--- config.mk ---
export PLATFORM = sky130hd
export DESIGN_NAME = swm_cell
export DESIGN_NICKNAME = d
export VERILOG_FILES = /design/src/hdl/swm_pkg.sv /design/src/hdl/swm_cell.sv
export SDC_FILE = /design/constraint.sdc
export NUM_CORES = 1
export LEC_CHECK = 0
export ABC_CLOCK_PERIOD_IN_PS = 7530
export BUFFER_PORTS_ARGS = -buffer_cell sky130_fd_sc_hd__clkbuf_2
export CAP_MARGIN = 40
export CORE_UTILIZATION = 25
export CTS_CLUSTER_DIAMETER = 150
export DETAILED_ROUTE_END_ITERATION = 7
export GPL_ROUTABILITY_DRIVEN = 1
export SYNTH_ARGS = -nofsm -noshare
export SYNTH_HDL_FRONTEND = slang
export SYNTH_SLANG_ARGS = --single-unit
--- constraint.sdc ---
create_clock -name clk_i -period 7.53 [get_ports clk_i]
set_input_delay 1.1295 -clock clk_i [delete_from_list [all_inputs] [get_ports clk_i]]
set_output_delay 1.1295 -clock clk_i [all_outputs]
set_load 0.05 [all_outputs]
--- src/hdl/swm_pkg.sv ---
// Shared types and constants for the sliding window maximum block.
// Used by the cell, the top level and the checker; no dependencies.
package swm_pkg;

  localparam int unsigned WINDOW_MAX_DEF   = 64;
  localparam int unsigned SAMPLE_WIDTH_DEF = 16;
  localparam int unsigned CFG_W            = 7;

  typedef enum logic [1:0] {
    OP_HOLD   = 2'd0,
    OP_ABSORB = 2'd1,
    OP_POP    = 2'd2
  } cell_op_e;

  typedef struct packed {
    cell_op_e op;
    logic     first;
    logic     shift;
  } cell_ctrl_t;

endpackage

--- src/hdl/swm_cell.sv ---
// One deque entry of the candidate chain: value, age and valid flag.
// Takes its neighbor's entry on a shift; depends on swm_pkg.
module swm_cell #(
  parameter int unsigned SAMPLE_WIDTH = swm_pkg::SAMPLE_WIDTH_DEF,
  parameter int unsigned CNT_W        = 7
) (
  input  logic                           clk_i,
  input  logic                           rst_ni,
  input  swm_pkg::cell_ctrl_t            ctrl_i,
  input  logic signed [SAMPLE_WIDTH-1:0] sample_i,
  input  logic                           head_i,
  input  logic                           left_keep_i,
  input  logic                           right_keep_i,
  input  logic                           right_valid_i,
  input  logic signed [SAMPLE_WIDTH-1:0] right_value_i,
  input  logic        [CNT_W-1:0]        right_age_i,
  output logic                           valid_o,
  output logic signed [SAMPLE_WIDTH-1:0] value_o,
  output logic        [CNT_W-1:0]        age_o,
  output logic                           keep_o,
  output logic signed [SAMPLE_WIDTH-1:0] nxt_value_o
);

  logic                           valid_q, valid_d;
  logic signed [SAMPLE_WIDTH-1:0] value_q, value_d;
  logic        [CNT_W-1:0]        age_q, age_d;
  logic                           keep;
  logic                           src_keep;
  logic signed [SAMPLE_WIDTH-1:0] src_value;
  logic        [CNT_W-1:0]        src_age;
  logic                           prev_keep;

  assign keep = valid_q && !ctrl_i.first && !(value_q < sample_i);

  always_comb begin
    src_keep  = ctrl_i.shift ? right_keep_i  : keep;
    src_value = ctrl_i.shift ? right_value_i : value_q;
    src_age   = ctrl_i.shift ? right_age_i   : age_q;
    prev_keep = head_i || (ctrl_i.shift ? keep : left_keep_i);
    valid_d   = valid_q;
    value_d   = value_q;
    age_d     = age_q;
    unique case (ctrl_i.op)
      swm_pkg::OP_ABSORB: begin
        if (src_keep) begin
          valid_d = 1'b1;
          value_d = src_value;
          age_d   = src_age + CNT_W'(1);
        end else if (prev_keep) begin
          valid_d = 1'b1;
          value_d = sample_i;
          age_d   = '0;
        end else begin
          valid_d = 1'b0;
        end
      end
      swm_pkg::OP_POP: begin
        valid_d = right_valid_i;
        value_d = right_value_i;
        age_d   = right_age_i;
      end
      default: begin
        valid_d = valid_q;
      end
    endcase
  end

  always_ff @(posedge clk_i or negedge rst_ni) begin
    if (!rst_ni) begin
      valid_q <= 1'b0;
    end else begin
      valid_q <= valid_d;
    end
  end

  always_ff @(posedge clk_i) begin
    value_q <= value_d;
    age_q   <= age_d;
  end

  assign valid_o     = valid_q;
  assign value_o     = value_q;
  assign age_o       = age_q;
  assign keep_o      = keep;
  assign nxt_value_o = value_d;

endmodule

==> impl_metrics.sql <==
INSERT INTO impl_metrics (metric_group, metric, value, unit) VALUES
('finish', 'most-common-layout-cells', 'sky130_fd_sc_hd__clkbuf_2, sky130_fd_sc_hd__nand2_1, sky130_fd_sc_hd__nor2_1, sky130_fd_sc_hd__a21oi_1', ''),
('floorplan', 'core_area', '0.008891', 'mm^2'),
('hold_path', 'hold_class', 'in2async', ''),
('clock_tree', 'root_buffer', 'sky130_fd_sc_hd__clkbuf_8', ''),
('sta', 'timing_max_transition_violations_final', '0', ''),
('clock_tree', 'tritoncts', 'built', ''),
('clock_tree', 'post_cts.resized_instances', '0', ''),
('global_routing', 'maximum_number_of_pins_on_one_net_before_global_route_repair', '36', ''),
('synthesis', 'dominantRegCellSynth', 'sky130_fd_sc_hd__dfxtp_1', ''),
('sta', 'rsz0062_at_grt', 'false', ''),
('place', 'finalWeightedCongestion', '0.7897', ''),
('drt', 'detailedRoute.firstPassIterationCount', '4', ''),
('power_and_ir_drop', 'total_power', '0.5777', 'mW'),
('finish', 'seq_area', '555.5', 'um^2'),
('power_and_ir_drop', 'p_seq_share', '30.3', '%'),
('finish', 'area_taken_by_multi_input_logic_gates', '0.001628', 'mm^2'),
('synthesis', 'synth-async-reset-ratio', '4.167', '%'),
('finish', 'stdcell_count', '492', ''),
('sta', 'setup_tns', '0', 'ns'),
('finish', 'num-fill-cells', '941', ''),
('finish', 'final_layout_size_suffix_gt1_share', '27.86', '%'),
('sta', 'final_period_minus_worst_setup_slack', '5.232', 'ns'),
('global_routing', 'antenna_found_initial', '0', ''),
('synthesis', 'yosysUniqueCellTypes', '44', ''),
('synthesis', 'synth-seq-area-share', '23.79', '%'),
('drt', 'remaining_drcs', '0', ''),
('sta', 'finalHoldWorstSlack', '0.5999', 'ns'),
('power_and_ir_drop', 'worst_ir_drop_vdd', '0.00008410', 'V'),
('synthesis', 'netlist_area', '0.002335', 'mm^2'),
('worst_setup_path', 'critical_path_required', '6.40', 'ns'),
('clock_tree', 'cts.sinks', '24', ''),
('floorplan', 'die_height', '98.64', 'um'),
('finish', 'final_area', '0.002912', 'mm^2'),
('power_and_ir_drop', 'power-per-cell-area', '198.4', 'mW/mm^2'),
('synthesis', 'postSynthNetCount', '376', ''),
('floorplan', 'die_width', '98.64', 'um'),
('synthesis', 'synth-edff-count', '7', ''),
('run', 'max_cap_violations', '0', ''),
('sta', 'final-setup-viol-count', '0', ''),
('drt', 'drt-vias-per-instance', '5.213', ''),
('clock_tree', 'cts.repair_timing.setup_buffer_count', '0', ''),
('drt', 'vias', '2565', ''),
('global_routing', 'number_of_global_route_vias_before_repair', '2507', ''),
('place', 'placedCellCount', '488', ''),
('worst_setup_path', 'cp-end-kind', 'output port', ''),
('floorplan', 'placementRows', '34', ''),
('place', 'numPortBuffers', '89', ''),
('clock_tree', 'clk_path_buf_depth', '2', ''),
('sta', 'max_freq', '191.1', 'MHz'),
('drt', 'post_drt_wl_per_cell', '15.35', 'um'),
('run_status', 'outcome', 'complete, no violations', ''),
('clock_tree', 'clk_latency', '0.28', 'ns'),
('sta', 'worst-slew-pin-transition', '0.8729', 'ns'),
('finish', 'layout.cells.most_common', 'sky130_fd_sc_hd__clkbuf_2', ''),
('floorplan', 'num_io_pins', '90', ''),
('floorplan', 'initial_core_utilization', '26.26', '%'),
('power_and_ir_drop', 'switching_power_as_a_share_of_total_power', '50.87', '%'),
('global_routing', 'gr_overflow_total', '0', ''),
('power_and_ir_drop', 'internal-power', '0.2839', 'mW'),
('finish', 'growth_of_design_area_from_synthesis_to_finish', '24.71', '%'),
('finish', 'antenna-diode-count', '0', ''),
('clock_tree', 'worst_setup_hold_path_clk_slew', '0.10', 'ns'),
('sta', 'hold_viol_final', '0', ''),
('sta', 'slew_headroom', '41.54', '%'),
('worst_setup_path', 'critical_path_arrival', '4.10', 'ns'),
('power_and_ir_drop', 'clockPowerShare', '14.7', '%'),
('clock_tree', 'htree_levels', '1', ''),
('synthesis', 'syn_area_per_cell', '7.556', 'um^2'),
('synthesis', 'postSynthRegisterBits', '24', ''),
('worst_setup_path', 'worstSetupPathType', 'in2out', ''),
('place', 'dp_hpwl', '5603', 'um');
[stage by stage]
stage | setup slack, ns | utilization (%)
6_report | 2.298 | 32.75
2_1_floorplan | 1.775 | -
3_3_place_gp | 1.991 | 31.85
3_5_place_dp | 2.257 | 32.24
4_1_cts | 2.257 | 32.75
5_1_grt | 2.078 | 32.75
[power groups by stage]
stage	sequential [mW]	combinational [mW]	clock, mW
global placement	0.178	0.312	0
global route	0.179	0.344	0.0928
finish	0.175	0.318	0.0848
detailed placement	0.178	0.318	0
CTS	0.175	0.319	0.0893
floorplan	0.238	0.175	0
[synth_stat cells, types with 2 or more instances]
| library cell | number | share of area, % |
|---|---|---|
| sky130_fd_sc_hd__a21o_1 | 3 | 0.96 |
| sky130_fd_sc_hd__o21ai_0 | 17 | 3.6 |
| sky130_fd_sc_hd__nor2_1 | 26 | 4.2 |
| sky130_fd_sc_hd__a31oi_1 | 17 | 4.6 |
| sky130_fd_sc_hd__ha_1 | 18 | 9.6 |
| sky130_fd_sc_hd__a21oi_1 | 20 | 4.3 |
| sky130_fd_sc_hd__nand4_1 | 3 | 0.80 |
| sky130_fd_sc_hd__xor2_1 | 4 | 1.5 |
| sky130_fd_sc_hd__nand3_1 | 3 | 0.64 |
| sky130_fd_sc_hd__a211oi_1 | 2 | 0.64 |
| sky130_fd_sc_hd__nand2b_1 | 18 | 4.8 |
| sky130_fd_sc_hd__xnor2_1 | 2 | 0.75 |
| sky130_fd_sc_hd__nor2b_1 | 2 | 0.54 |
| sky130_fd_sc_hd__and2_1 | 3 | 0.80 |
| sky130_fd_sc_hd__nand2_1 | 44 | 7.1 |
| sky130_fd_sc_hd__inv_1 | 18 | 2.9 |
| sky130_fd_sc_hd__o21ai_1 | 5 | 1.1 |
| sky130_fd_sc_hd__nor3_1 | 2 | 0.43 |
| sky130_fd_sc_hd__o221ai_1 | 2 | 0.75 |
| sky130_fd_sc_hd__edfxtp_1 | 7 | 9.0 |
| sky130_fd_sc_hd__mux2_2 | 5 | 2.4 |
| sky130_fd_sc_hd__clkbuf_1 | 16 | 2.6 |
| sky130_fd_sc_hd__a22oi_1 | 4 | 1.3 |
| sky130_fd_sc_hd__buf_6 | 3 | 1.4 |
| sky130_fd_sc_hd__o31ai_1 | 16 | 5.1 |
| sky130_fd_sc_hd__mux2i_1 | 16 | 6.9 |
| sky130_fd_sc_hd__dfxtp_1 | 16 | 14 |
[worst max-delay path: stages]
cell                       delay [ns]
sky130_fd_sc_hd__clkbuf_2        0.10
sky130_fd_sc_hd__inv_1           0.04
sky130_fd_sc_hd__ha_1            0.30
sky130_fd_sc_hd__nand4_1         0.14
sky130_fd_sc_hd__or3_1           0.45
sky130_fd_sc_hd__or4_4           0.57
sky130_fd_sc_hd__a31o_4          0.33
sky130_fd_sc_hd__and3_4          0.29
sky130_fd_sc_hd__and3b_1         0.20
sky130_fd_sc_hd__a311oi_2        0.22
sky130_fd_sc_hd__clkbuf_2        0.32
[routing by layer]
layer | part of all wire [%] | routed length, um | track usage, %
met5 | 0 | 0 | 0
met4 | 1.8 | 137 | 4.592
met3 | 5.8 | 440 | 2.908
met2 | 44 | 3326 | 25.35
met1 | 48 | 3650 | 20.99
[logic make-up after synthesis]
family	share of synthesized area (%)
AOI/OAI and AO/OA	25.94
xor gates and xnor gates	2.251
adders and majority gates	9.646
buffers and inverters	7.127
muxes	9.753
and+or+nand+nor	21.49
DFF	23.79
[cell type report]
type / count / share of cell area [%]
Clock inverter: 1 / 0.1289
Multi-Input combinational cell: 247 / 55.91
Clock buffer: 3 / 1.418
Timing Repair Buffer: 91 / 16.50
Sequential cell: 24 / 19.08
Inverter: 18 / 2.321
Tap cell: 108 / 4.641
[flip-flops by register name (all words and copies together), names as in the netlist]
register,cells
value_o,16
age_o,7
valid_o,1
[worst paths after layout]
kind	cells after the start	start	end	slack, ns
setup / recovery	11	sample_i[15]	nxt_value_o[10]	2.30
hold / removal	1	rst_ni	valid_o	0.60
setup reg to reg	8	value_o[15]	age_o[5]	3.95
hold reg to reg	4	value_o[1]	value_o[1]	0.64
max in group asynchronous	1	rst_ni	valid_o	6.85
min in group clk_i	4	value_o[1]	value_o[1]	0.64
(Power assumes the default switching activity.)
